**src/hw/rtl/eawd_pkg.sv**
```systemverilog
// ----------------------------------------------------------------------------
// eawd_pkg
// Shared widths, constants and types for the encoder average and delta block.
// ----------------------------------------------------------------------------
package eawd_pkg;

  // field widths
  localparam int unsigned PosW  = 12;
  localparam int unsigned SumW  = 20;
  localparam int unsigned CntW  = 8;
  localparam int unsigned FineW = 19;

  // one count is 125/256 um, distance is kept in 1/256 um
  localparam int unsigned FineScale = 125;

  // reset value of the average count register
  localparam logic [CntW-1:0] AvgCountReset = CntW'(1);

  // configuration port decode
  localparam int unsigned AddrW   = 3;
  localparam int unsigned DataW   = 32;
  localparam int unsigned RegIdxW = AddrW - 2;
  localparam logic [RegIdxW-1:0] RegAvgCount = RegIdxW'(0);

  // queue between accumulator and divider
  localparam int unsigned FifoDepth = 2;
  localparam int unsigned FifoAw    = $clog2(FifoDepth);
  localparam int unsigned FifoCntW  = $clog2(FifoDepth + 1);

  // finished accumulation handed to the back end
  typedef struct packed {
    logic [SumW-1:0] sum;
    logic [CntW-1:0] cnt;
  } acc_item_t;

  // queue status seen by both sides
  typedef struct packed {
    logic full;
    logic empty;
  } fifo_stat_t;

endpackage

```
**src/hw/rtl/eawd_front.sv**
```systemverilog
// ----------------------------------------------------------------------------
// eawd_front
// Sample accumulator: sums samples and hands off a finished run to the queue.
// ----------------------------------------------------------------------------
module eawd_front (
  input  logic                        clk_i,
  input  logic                        rst_ni,
  input  logic [eawd_pkg::CntW-1:0]   avg_count_i,
  input  logic                        sample_valid_i,
  output logic                        sample_ready_o,
  input  logic [eawd_pkg::PosW-1:0]   sample_i,
  input  eawd_pkg::fifo_stat_t        fifo_stat_i,
  output logic                        push_o,
  output eawd_pkg::acc_item_t         item_o
);

  logic [eawd_pkg::SumW-1:0] sum_q, sum_d, sum_add;
  logic [eawd_pkg::CntW-1:0] cnt_q, cnt_d, cnt_add;
  logic [eawd_pkg::CntW-1:0] target;
  logic                      accept;
  logic                      done;

  // a zero count behaves as one
  assign target = (avg_count_i == '0) ? eawd_pkg::CntW'(1) : avg_count_i;

  assign sample_ready_o = !fifo_stat_i.full;
  assign accept         = sample_valid_i && sample_ready_o;

  assign sum_add = sum_q + eawd_pkg::SumW'(sample_i);
  assign cnt_add = cnt_q + eawd_pkg::CntW'(1);
  assign done    = (cnt_add >= target);

  // hand off the finished run
  assign push_o     = accept && done;
  assign item_o.sum = sum_add;
  assign item_o.cnt = cnt_add;

  // accumulator update
  always_comb begin
    sum_d = sum_q;
    cnt_d = cnt_q;
    if (accept) begin
      if (done) begin
        sum_d = '0;
        cnt_d = '0;
      end else begin
        sum_d = sum_add;
        cnt_d = cnt_add;
      end
    end
  end

  always_ff @(posedge clk_i or negedge rst_ni) begin
    if (!rst_ni) begin
      sum_q <= '0;
      cnt_q <= '0;
    end else begin
      sum_q <= sum_d;
      cnt_q <= cnt_d;
    end
  end

endmodule

```
**src/hw/rtl/eawd_fifo.sv**
```systemverilog
// ----------------------------------------------------------------------------
// eawd_fifo
// Short queue of finished accumulations between front and back end.
// ----------------------------------------------------------------------------
module eawd_fifo (
  input  logic                  clk_i,
  input  logic                  rst_ni,
  input  logic                  push_i,
  input  eawd_pkg::acc_item_t   item_i,
  input  logic                  pop_i,
  output eawd_pkg::acc_item_t   item_o,
  output eawd_pkg::fifo_stat_t  stat_o
);

  eawd_pkg::acc_item_t                entry_q [eawd_pkg::FifoDepth];
  logic [eawd_pkg::FifoAw-1:0]        wr_ptr_q, wr_ptr_d;
  logic [eawd_pkg::FifoAw-1:0]        rd_ptr_q, rd_ptr_d;
  logic [eawd_pkg::FifoCntW-1:0]      count_q, count_d;
  logic                               do_push, do_pop;

  assign stat_o.full  = (count_q == eawd_pkg::FifoCntW'(eawd_pkg::FifoDepth));
  assign stat_o.empty = (count_q == '0);
  assign do_push      = push_i && !stat_o.full;
  assign do_pop       = pop_i && !stat_o.empty;
  assign item_o       = entry_q[rd_ptr_q];

  // pointer and occupancy update
  always_comb begin
    wr_ptr_d = wr_ptr_q;
    rd_ptr_d = rd_ptr_q;
    count_d  = count_q;
    if (do_push) begin
      wr_ptr_d = (wr_ptr_q == eawd_pkg::FifoAw'(eawd_pkg::FifoDepth - 1)) ? '0
               : wr_ptr_q + eawd_pkg::FifoAw'(1);
    end
    if (do_pop) begin
      rd_ptr_d = (rd_ptr_q == eawd_pkg::FifoAw'(eawd_pkg::FifoDepth - 1)) ? '0
               : rd_ptr_q + eawd_pkg::FifoAw'(1);
    end
    if (do_push && !do_pop) begin
      count_d = count_q + eawd_pkg::FifoCntW'(1);
    end else if (do_pop && !do_push) begin
      count_d = count_q - eawd_pkg::FifoCntW'(1);
    end
  end

  always_ff @(posedge clk_i or negedge rst_ni) begin
    if (!rst_ni) begin
      wr_ptr_q <= '0;
      rd_ptr_q <= '0;
      count_q  <= '0;
    end else begin
      wr_ptr_q <= wr_ptr_d;
      rd_ptr_q <= rd_ptr_d;
      count_q  <= count_d;
    end
  end

  // entry storage
  always_ff @(posedge clk_i) begin
    if (do_push) begin
      entry_q[wr_ptr_q] <= item_i;
    end
  end

endmodule

```
**src/hw/rtl/eawd_back.sv**
```systemverilog
// ----------------------------------------------------------------------------
// eawd_back
// Serial divider, wraparound delta and distance scaling with output register.
// ----------------------------------------------------------------------------
module eawd_back (
  input  logic                               clk_i,
  input  logic                               rst_ni,
  input  eawd_pkg::fifo_stat_t               fifo_stat_i,
  input  eawd_pkg::acc_item_t                item_i,
  output logic                               pop_o,
  output logic                               out_valid_o,
  input  logic                               out_ready_i,
  output logic [eawd_pkg::PosW-1:0]          avg_o,
  output logic [eawd_pkg::PosW-1:0]          delta_o,
  output logic [eawd_pkg::FineW-1:0]         fine_o
);

  localparam logic [1:0] StIdle  = 2'd0;
  localparam logic [1:0] StDiv   = 2'd1;
  localparam logic [1:0] StDelta = 2'd2;
  localparam logic [1:0] StMul   = 2'd3;

  localparam int unsigned BitW = $clog2(eawd_pkg::PosW);

  logic [1:0]                    state_q, state_d;
  logic [eawd_pkg::CntW-1:0]     rem_q, rem_d;
  logic [eawd_pkg::PosW-1:0]     quo_q, quo_d;
  logic [eawd_pkg::CntW-1:0]     div_q, div_d;
  logic [BitW-1:0]               bit_q, bit_d;
  logic [eawd_pkg::PosW-1:0]     delta_q, delta_d;
  logic [eawd_pkg::PosW-1:0]     prev_q, prev_d;
  logic                          out_valid_q, out_valid_d;
  logic [eawd_pkg::PosW-1:0]     out_avg_q;
  logic [eawd_pkg::PosW-1:0]     out_delta_q;
  logic [eawd_pkg::FineW-1:0]    out_fine_q;

  logic [eawd_pkg::CntW:0]       trial;
  logic                          trial_ge;
  logic [eawd_pkg::CntW-1:0]     rem_next;
  logic signed [eawd_pkg::FineW-1:0] fine_prod;
  logic                          out_load;

  // one restoring division step, remainder stays below the divisor
  assign trial    = {rem_q, quo_q[eawd_pkg::PosW-1]};
  assign trial_ge = (trial >= {1'b0, div_q});
  assign rem_next = trial_ge ? eawd_pkg::CntW'(trial - {1'b0, div_q})
                             : trial[eawd_pkg::CntW-1:0];

  // distance scaling, delta is two's complement
  assign fine_prod = eawd_pkg::FineW'($signed(delta_q))
                   * $signed(eawd_pkg::FineW'(eawd_pkg::FineScale));

  assign pop_o    = (state_q == StIdle) && !fifo_stat_i.empty;
  assign out_load = (state_q == StMul) && (!out_valid_q || out_ready_i);

  // sequencer
  always_comb begin
    state_d = state_q;
    rem_d   = rem_q;
    quo_d   = quo_q;
    div_d   = div_q;
    bit_d   = bit_q;
    delta_d = delta_q;
    prev_d  = prev_q;
    unique case (state_q)
      StIdle: begin
        if (pop_o) begin
          // high sum bits are below the count since the mean fits 12 bits
          rem_d   = item_i.sum[eawd_pkg::SumW-1:eawd_pkg::PosW];
          quo_d   = item_i.sum[eawd_pkg::PosW-1:0];
          div_d   = item_i.cnt;
          bit_d   = BitW'(eawd_pkg::PosW - 1);
          state_d = StDiv;
        end
      end
      StDiv: begin
        rem_d = rem_next;
        quo_d = {quo_q[eawd_pkg::PosW-2:0], trial_ge};
        bit_d = bit_q - BitW'(1);
        if (bit_q == '0) begin
          state_d = StDelta;
        end
      end
      StDelta: begin
        // modular difference read as signed gives the shortest path
        delta_d = quo_q - prev_q;
        prev_d  = quo_q;
        state_d = StMul;
      end
      StMul: begin
        if (out_load) begin
          state_d = StIdle;
        end
      end
      default: begin
        state_d = StIdle;
      end
    endcase
  end

  // output register handshake
  always_comb begin
    out_valid_d = out_valid_q;
    if (out_load) begin
      out_valid_d = 1'b1;
    end else if (out_ready_i) begin
      out_valid_d = 1'b0;
    end
  end

  always_ff @(posedge clk_i or negedge rst_ni) begin
    if (!rst_ni) begin
      state_q     <= StIdle;
      prev_q      <= '0;
      out_valid_q <= 1'b0;
    end else begin
      state_q     <= state_d;
      prev_q      <= prev_d;
      out_valid_q <= out_valid_d;
    end
  end

  // datapath registers
  always_ff @(posedge clk_i) begin
    rem_q   <= rem_d;
    quo_q   <= quo_d;
    div_q   <= div_d;
    bit_q   <= bit_d;
    delta_q <= delta_d;
    if (out_load) begin
      out_avg_q   <= quo_q;
      out_delta_q <= delta_q;
      out_fine_q  <= fine_prod;
    end
  end

  assign out_valid_o = out_valid_q;
  assign avg_o       = out_avg_q;
  assign delta_o     = out_delta_q;
  assign fine_o      = out_fine_q;

endmodule

```
**src/hw/rtl/encoder_average_and_wrap_delta_top.sv**
```systemverilog
// ----------------------------------------------------------------------------
// encoder_average_and_wrap_delta_top
// Encoder position averager with shortest-path delta and fine distance.
// ----------------------------------------------------------------------------
// One 12-bit position sample is taken per cycle while the two-entry queue
// behind the accumulator has room. When average_count samples have been
// summed (a count of zero acts as one), the sum and count go to the back end,
// where a serial divider produces one quotient bit per cycle. For each result
// the back end loads the run, performs 12 divide steps, forms the wraparound
// delta and scales it by 125 into the output register, which it loads once
// that register is empty or being read. The back end takes no new run until
// the last result is in the output register, and once the queue fills it
// holds off the sample stream. The output register
// holds a finished result while the back end starts the next one.
module encoder_average_and_wrap_delta_top (
  input  logic                          clk_i,
  input  logic                          rst_ni,
  // configuration port
  input  logic                          psel,
  input  logic                          penable,
  input  logic                          pwrite,
  input  logic [eawd_pkg::AddrW-1:0]    paddr,
  input  logic [eawd_pkg::DataW-1:0]    pwdata,
  output logic [eawd_pkg::DataW-1:0]    prdata,
  output logic                          pready,
  // sample stream
  input  logic                          s_axis_tvalid,
  output logic                          s_axis_tready,
  input  logic [15:0]                   s_axis_tdata,  // [11:0] position_sample
  // result stream
  output logic                          m_axis_tvalid,
  input  logic                          m_axis_tready,
  output logic [47:0]                   m_axis_tdata   // [11:0] average_position,
                                                       // [23:12] delta_counts,
                                                       // [42:24] distance_fine
);

  logic [eawd_pkg::CntW-1:0]   avg_count_q, avg_count_d;
  logic                        cfg_hit;
  eawd_pkg::fifo_stat_t        fifo_stat;
  eawd_pkg::acc_item_t         push_item, pop_item;
  logic                        push, pop;
  logic [eawd_pkg::PosW-1:0]   avg, delta;
  logic [eawd_pkg::FineW-1:0]  fine;

  // register access
  assign pready  = 1'b1;
  assign cfg_hit = (paddr[eawd_pkg::AddrW-1:2] == eawd_pkg::RegAvgCount);
  assign prdata  = cfg_hit ? eawd_pkg::DataW'(avg_count_q) : '0;

  always_comb begin
    avg_count_d = avg_count_q;
    if (psel && penable && pwrite && pready && cfg_hit) begin
      avg_count_d = pwdata[eawd_pkg::CntW-1:0];
    end
  end

  always_ff @(posedge clk_i or negedge rst_ni) begin
    if (!rst_ni) begin
      avg_count_q <= eawd_pkg::AvgCountReset;
    end else begin
      avg_count_q <= avg_count_d;
    end
  end

  // accumulator
  eawd_front u_front (
    .clk_i          (clk_i),
    .rst_ni         (rst_ni),
    .avg_count_i    (avg_count_q),
    .sample_valid_i (s_axis_tvalid),
    .sample_ready_o (s_axis_tready),
    .sample_i       (s_axis_tdata[eawd_pkg::PosW-1:0]),
    .fifo_stat_i    (fifo_stat),
    .push_o         (push),
    .item_o         (push_item)
  );

  // queue between the two sides
  eawd_fifo u_fifo (
    .clk_i  (clk_i),
    .rst_ni (rst_ni),
    .push_i (push),
    .item_i (push_item),
    .pop_i  (pop),
    .item_o (pop_item),
    .stat_o (fifo_stat)
  );

  // divider and delta
  eawd_back u_back (
    .clk_i       (clk_i),
    .rst_ni      (rst_ni),
    .fifo_stat_i (fifo_stat),
    .item_i      (pop_item),
    .pop_o       (pop),
    .out_valid_o (m_axis_tvalid),
    .out_ready_i (m_axis_tready),
    .avg_o       (avg),
    .delta_o     (delta),
    .fine_o      (fine)
  );

  assign m_axis_tdata = {5'b0, fine, delta, avg};

endmodule

```
**config.mk**
```make
export PLATFORM = sky130hd
export DESIGN_NAME = encoder_average_and_wrap_delta_top
export DESIGN_NICKNAME = d
export VERILOG_FILES = /design/src/hw/rtl/eawd_pkg.sv /design/src/hw/rtl/eawd_front.sv /design/src/hw/rtl/eawd_fifo.sv /design/src/hw/rtl/eawd_back.sv /design/src/hw/rtl/encoder_average_and_wrap_delta_top.sv
export SDC_FILE = /design/constraint.sdc
export NUM_CORES = 1
export LEC_CHECK = 0
export BUFFER_PORTS_ARGS = -buffer_cell sky130_fd_sc_hd__buf_2
export CAP_MARGIN = 20
export CORE_MARGIN = 5
export CORE_UTILIZATION = 50
export CTS_CLUSTER_DIAMETER = 100
export CTS_CLUSTER_SIZE = 20
export DETAILED_ROUTE_END_ITERATION = 8
export PLACE_DENSITY_LB_ADDON = 0.2
export SYNTH_ARGS = -nofsm -noshare
export SYNTH_HDL_FRONTEND = slang
export SYNTH_SLANG_ARGS = --single-unit
export TNS_END_PERCENT = 100
```
**constraint.sdc**
```tcl
create_clock -name clk_i -period 6.31 [get_ports clk_i]
set_clock_uncertainty 0.2 [all_clocks]
set_input_delay 0 -clock clk_i [delete_from_list [all_inputs] [get_ports clk_i]]
set_output_delay 0 -clock clk_i [all_outputs]
set_load 0.05 [all_outputs]
```
==> key figures, run 1 <==
Route
  – Vias: about 7300
  – Drt pass-1 iters: 4
  – # DRC: 0
  – Total Wirelength: 20.7 mm
  – WL/cell: 14.1 um
  – First DRT Iteration DRCs: 347
  – Vias per Instance: 5.00
  – Post-route ant nets: 0

STA
  – # setup viols final: 0
  – Slew @ Worst Pin: 1.00 ns
  – Endpoints failing hold: 0
  – Max Slew Vio Count: 0
  – Worst slew margin: 0.331
  – RSZ-0062 raised after global routing: false
  – Crit path time final: 4.98 ns
  – Worst setup margin: about 1.3 ns
  – Fmax: 201 MHz
  – Final Cycle Share: 0.789
  – Post-Route Setup TNS: 0 ns

Synthesis
  – Most frequent cells after synthesis: 166 x inv_1, 141 x edfxtp_1, 98 x ha_1
  – Count leader, synth: inv_1
  – Synth top area share: 0.359
  – Mapped Cells: 1035
  – Netlist cell types: just under 70
  – Mapped Area: 11800 um^2
  – Synth area leaders: edfxtp_1 36%, dfrtp_1 11%, ha_1 10%, fa_1 7.6%, inv_1 5.3%
  – Yosys top cell by area: edfxtp_1
  – Sequential element share of the synthesized area: 0.475
  – Post-synth EDFFs: 141
  – Synth warnings: 0
  – Avg Inst Size Synth: 11.4 um^2
  – Main flop type after synthesis: edfxtp_1
  – Synthesis-stage register bit count: 196
  – Async S/R FF share, synth: 0.281

Clock network
  – Post-cts sizing count: 0
  – CTS tree: done
  – CTS Root Cell: clkbuf_16
  – CTS max path bufs: 2
  – Clock latency on the worst-skew pair: 0.43 ns
  – CTS Buf Count: 17
  – Worst-path clk slew: 0.08 ns
  – Clock sinks: 196
  – Htree depth: 4

Placement
  – Pre-CTS setup slack: 1.31 ns
  – Input/output buffers: 80
  – RePlAce Congestion: 0.850
  – Dpl hpwl: 15.4 mm

Floorplan
  – Core area: 23300 um^2
  – Die H: 164 um
  – Initial Util: 0.506
  – Rows: 56
  – Die Span X: about 160 um
  – # IOs: around 140
  – Die ar.: roughly 27000 um^2

Final layout
  – Layout area overhead: 11.8%
  – Final Util: 0.566
  – Antenna cells: 0
  – Layout cells sized above 1: 0.142
  – Nets: 1332

Critical path
  – Setup crit end kind: flop
  – Max FO, Critical Path: 5
  – CP Launch Type: flop
  – CP arrival: 4.96 ns
  – CP Class: flop to flop
  – Worst EP required: 6.29 ns

Status
  – Outcome: finished, final reports clean

Global routing
  – Initial antenna violation count: 0
  – Grt ovf: 0
  – Vias in the first global route: 7463
  – Largest net degree at the start of global routing: 56
  – First-pass GRT wire length: 35.2 mm
  – Total GRT Usage: 0.164

Min path
  – Hold Crit Class: input port to flop

Flow run
  – Maxcap violations: 0
-- what timing repair did --
action                                 4_1_cts  5_1_grt
buffers inserted                             0        0
hold buffers                                16        0
endpoints found under the hold margin       88        0
-- per-layer routing --
metal,vias to the layer above,part of all wire,track usage
li1,3672,-,-
met1,3482,0.46,0.213
met2,123,0.48,0.280
met3,32,0.036,0.0278
met4,0,0.019,0.0557
met5,-,0,0
-- registers in the layout, summed over array words and instances, names as in the netlist, 2 cells and up --
| signal | cells |
|---|---|
| u_fifo.entry_q | 56 |
| u_front.cnt_q | 8 |
| u_fifo.count_q | 2 |
| avg_count_q | 8 |
| u_back.delta_q | 12 |
| u_front.sum_q | 20 |
| u_back.quo_q | 12 |
| u_back.bit_q | 4 |
| u_back.delta_o | 10 |
| u_back.state_q | 2 |
| u_back.avg_o | 12 |
| u_back.prev_q | 12 |
| u_back.div_q | 8 |
| u_back.rem_q | 8 |
| u_back.fine_o | 19 |
-- cell type report --
cell class	count	area, um^2
fillers	2006	10100
flip-flops and latches	196	5610
multi-input cells	645	5330
repair buffers	105	628
inverters	166	623
clock buffers	20	469
well taps	319	399
clock inverters	12	139
-- final timing paths --
check / from / end / slack [ns] / cells past startpoint
worst max-delay path: u_back.delta_q[9]$_DFFE_PP_ / u_back.fine_o[15]$_DFFE_PP_ / 1.33 / 16
worst min-delay path: s_axis_tdata[3] / u_front.sum_q[3]$_DFFE_PN0P_ / 0.006 / 5
worst max register to register: u_back.delta_q[9]$_DFFE_PP_ / u_back.fine_o[15]$_DFFE_PP_ / 1.33 / 16
worst min register to register: u_front.sum_q[0]$_DFFE_PN0P_ / u_front.sum_q[0]$_DFFE_PN0P_ / 0.30 / 2
max in group asynchronous: rst_ni / avg_count_q[2]$_DFFE_PN0P_ / 5.34 / 3
min in group asynchronous: rst_ni / u_front.sum_q[8]$_DFFE_PN0P_ / 0.06 / 3
-- logic make-up after synthesis --
| group | share of synthesized area |
|---|---|
| xor gates and xnor gates | 0.0445 |
| buffers and inverters | 0.0829 |
| AOI/OAI and AO/OA | 0.0978 |
| muxes | 0.0335 |
| DFF | 0.475 |
| adders and majority gates | 0.180 |
| and+or+nand+nor | 0.0852 |
| other | 0.000636 |
-- layout by cell type (no fill, tap or decap), drive strengths merged, types with 30 or more instances in the layout --
master / n
a21oi: 33
edfxtp: 141
conb: 30
o21ai: 64
nand2: 76
buf: 89
nor2: 43
dfrtp: 54
fa: 45
inv: 172
xnor2: 38
ha: 98
-- through the flow --
step | instances | hold WS, ns | instance area (um^2)
final | 1463 | 0.00600 | 13200
after global routing | 1463 | 0.0325 | 13200
after CTS | 1463 | 0.00302 | 13200
after detailed placement | 1415 | 0.0134 | 12400
after global placement | 1415 | 0.00201 | 12400
after floorplan | 1063 | -0.496 | 11900
-- critical path: stages (launching register included) --
cell	delay (ns)
edfxtp_1	0.51
inv_1	0.23
fa_1	0.47
fa_1	0.49
inv_1	0.06
fa_1	0.53
inv_1	0.05
fa_1	0.52
inv_1	0.04
ha_1	0.34
a21o_1	0.19
a21oi_1	0.27
o211ai_1	0.21
a31oi_1	0.31
inv_1	0.07
a21oi_1	0.17
xnor2_1	0.08
Power of run 1 is left out: the tool's default activity adds up to more than one toggle a clock period on the data nets, which glitch-free logic cannot reach.
==> inputs of run 2 (changes only) <==
Settings changed: ABC_AREA set to 1.
Clock period 6.31 ns to 4.6 ns, I/O delays scaled along.
==> key figures, run 2 <==
Route
  – Drt pass-1 iters: 4 (unchanged)
  – Vias: 8245 (+13%)
  – Post-route ant nets: 0 (unchanged)
  – First DRT Iteration DRCs: 366 (+5.5%)
  – WL/cell: 13.3 um (-5.7%)
  – # DRC: 0 (unchanged)
  – Vias per Instance: 4.83 (-3.4%)
  – Total Wirelength: 22.8 mm (+10%)

Min path
  – Hold depth: 3 (-2)
  – Worst hold start: pwrite
  – Hold Crit Class: input port to flop
  – Hold Crit Endpoint: avg_count_q[1]$_DFFE_PN0P_

STA
  – Worst slew margin: 0.375 (+0.0441)
  – Worst setup margin: 0.272 ns (-1.06 ns)
  – # setup viols final: 0 (unchanged)
  – Max Slew Vio Count: 0 (unchanged)
  – Post-Route Setup TNS: 0 ns (unchanged)
  – Endpoints failing hold: 0 (unchanged)
  – Crit path time final: 4.33 ns (-0.653 ns)
  – Slew @ Worst Pin: 0.937 ns (-0.0672 ns)
  – RSZ-0062 raised after global routing: false
  – Final Cycle Share: 0.941 (+0.151)
  – Fmax: 231 MHz (+15%)

Final layout
  – Final Util: 0.578 (+0.0120)
  – Most flop-heavy register: u_fifo.entry_q
  – Nets: 1577 (+18%)
  – Antenna cells: 0 (unchanged)
  – Layout cells sized above 1: 0.120 (-0.0214)
  – Most common cell after layout, fill and taps aside: nand2_1
  – Layout area overhead: 13.1%
  – Max reg flops: 56 (unchanged)
  – Commonest non-fill, non-tap cells in the layout: 245 x nand2_1, 226 x inv_1, 141 x edfxtp_1

Critical path
  – CP delay by family, top: adder cells
  – Max FO, Critical Path: 5 (unchanged)
  – Worst path bufs/invs: 4 (-1)
  – Setup crit end kind: flop
  – CP Class: flop to flop
  – Worst EP required: 4.57 ns (-1.72 ns)
  – Worst path slowest cell: fa_1
  – R2R Setup Slk: 0.27 ns (-1.06 ns)
  – Critical Path, Cell by Cell: inv_1 -> fa_1 -> fa_1 -> inv_1 -> fa_1 -> inv_1 -> fa_1 -> inv_1 -> ha_1 -> a21oi_1 -> o21ai_1 -> a21oi_1 -> o21ai_1 -> xor2_1
  – CP Launch Type: flop
  – Worst r2r src: u_back.delta_q[5]$_DFFE_PP_
  – Worst reg2reg path endpoint: u_back.fine_o[13]$_DFFE_PP_
  – Crit-path max cell delay: 0.52 ns (about the same)
  – CP arrival: 4.30 ns (-0.66 ns)
  – Reg2reg path depth: 14 (-2)

Global routing
  – Initial antenna violation count: 0 (unchanged)
  – M3 GR Usage: 0.0290 (+0.00128)
  – Grt ovf: 0 (unchanged)
  – Met2 usage: 0.321 (+0.0413)
  – Busiest grt layer: met2
  – First-pass GRT wire length: 38.5 mm (+9.4%)
  – Largest net degree at the start of global routing: 56 (unchanged)
  – Vias in the first global route: 8326 (+12%)
  – GR Layer Usage met1: 0.219 (+0.00557)
  – Total GRT Usage: 0.177 (+0.0129)

Floorplan
  – Die H: 165 um (+1.0%)
  – Die ar.: 27300 um^2 (+2.0%)
  – Core area: 23600 um^2 (+1.2%)
  – Die Span X: 165 um (+1.0%)
  – Initial Util: 0.511 (+0.00486)
  – Rows: 56 (unchanged)
  – # IOs: 141 (unchanged)

Status
  – Outcome: finished, final reports clean

Synthesis
  – Synth warnings: 0 (unchanged)
  – Async S/R FF share, synth: 0.281 (unchanged)
  – Synth area leaders: edfxtp_1 35%, dfrtp_1 11%, ha_1 10%, nand2_1 7.6%, fa_1 7.5%
  – Post-synth EDFFs: 141 (unchanged)
  – Compound-cell area share of the yosys netlist: 0.0684 (-0.0295)
  – Simple-gate share of the synthesized area: 0.152 (+0.0664)
  – Synthesis-stage register bit count: 196 (unchanged)
  – Post-Synth XOR/XNOR Area: 0.0375 (-0.00696)
  – Mapped Area: 12100 um^2 (+2.2%)
  – Largest family of logic cells by synthesized area: adder cells
  – Synth top area share: 0.351 (-0.00763)
  – Count leader, synth: nand2_1
  – Post-synthesis mux area share: 0 (-0.0335)
  – Sequential element share of the synthesized area: 0.465 (-0.0101)
  – Post-Synth Adder-Cell Area: 0.176 (-0.00383)
  – Netlist cell types: 45 (-35%)
  – Avg Inst Size Synth: 9.60 um^2 (-16%)
  – Mapped Cells: 1256 (+21%)
  – Most frequent cells after synthesis: 245 x nand2_1, 226 x inv_1, 141 x edfxtp_1
  – Main flop type after synthesis: edfxtp_1
  – Yosys top cell by area: edfxtp_1

Flow run
  – Maxcap violations: 0 (unchanged)

Placement
  – RePlAce Congestion: 0.895 (+5.3%)
  – Pre-CTS setup slack: 0.254 ns (-1.05 ns)
  – Input/output buffers: 80 (unchanged)
  – Dpl hpwl: 16.8 mm (+8.8%)

Clock network
  – Worst-path clk slew: 0.09 ns (about the same)
  – CTS Root Cell: clkbuf_16
  – Htree depth: 4 (unchanged)
  – Clock sinks: 196 (unchanged)
  – CTS tree: done
  – Clock latency on the worst-skew pair: 0.44 ns (about the same)
  – CTS Buf Count: 17 (unchanged)
  – Setup bufs post-CTS: 0 (unchanged)
  – CTS max path bufs: 2 (unchanged)
-- run 2: worst max-delay path by stage --
| stage | start | endpoint | slack [ns] | cells past startpoint |
|---|---|---|---|---|
| final | u_back.delta_q[5]$_DFFE_PP_ | u_back.fine_o[13]$_DFFE_PP_ | 0.27 | 14 |
| after global routing | u_back.delta_q[2]$_DFFE_PP_ | u_back.fine_o[17]$_DFFE_PP_ | 0.005 | 16 |
| after CTS | u_back.delta_q[6]$_DFFE_PP_ | u_back.fine_o[13]$_DFFE_PP_ | 0.24 | 14 |
| after detailed placement | u_back.delta_q[6]$_DFFE_PP_ | u_back.fine_o[13]$_DFFE_PP_ | 0.25 | 14 |
| after global placement | u_back.delta_q[3]$_DFFE_PP_ | u_back.fine_o[18]$_DFFE_PP_ | 0.33 | 17 |
| after floorplan | u_back.delta_q[11]$_DFFE_PP_ | u_back.fine_o[18]$_DFFE_PP_ | 0.32 | 17 |
-- run 2: logic make-up (layout without fill, tap and decap cells) --
group / Yosys count / count (layout)
AND/OR/NAND/NOR: 427 / 427
buffers and inverters: 287 / 392
XOR/XNOR: 50 / 50
flip-flops: 196 / 196
other: 2 / 30
AO/OA/AOI/OAI: 151 / 151
adder cells (fa/ha/maj): 143 / 143
-- run 2: stage by stage --
step	cell area, um^2	hold slack (ns)	std cells
3_5_place_dp	12800	0.00751	1648
2_1_floorplan	12200	-0.496	1284
4_1_cts	13600	0.00104	1708
6_report	13600	0.0186	1708
3_3_place_gp	12800	-0.00165	1648
5_1_grt	13600	0.0666	1708
-- run 2: timing repair --
action / CTS / global route
endpoints found under the setup margin: 0 / 1
hold endpoints to repair: 97 / 0
hold buffers: 28 / 0
gates resized for setup: 0 / 1
-- run 2: area by class of cell --
cell class                 instances  area [um^2]
multi-input combinational        801         5370
clock inverter                    14          140
clock buffer                      18          429
timing repair buffer             125          808
inverter                         235          882
sequential                       196         5610
tap                              319          399
fill                            2060         9970
-- run 2: worst min-delay path, cell delays in order --
cell and delay (ns):
buf_2 0.09, nand4_1 0.39, a21oi_1 0.14
-- run 2: metal layers --
layer  vias up  share of wire  routed length (um)
met5         -              0                   0
met4         0          0.015                 333
met3        29          0.030                 672
met2       120           0.52               11800
met1      3886           0.44                9950
li1       4210              -                   -
Power of run 2 is left out for the same reason.
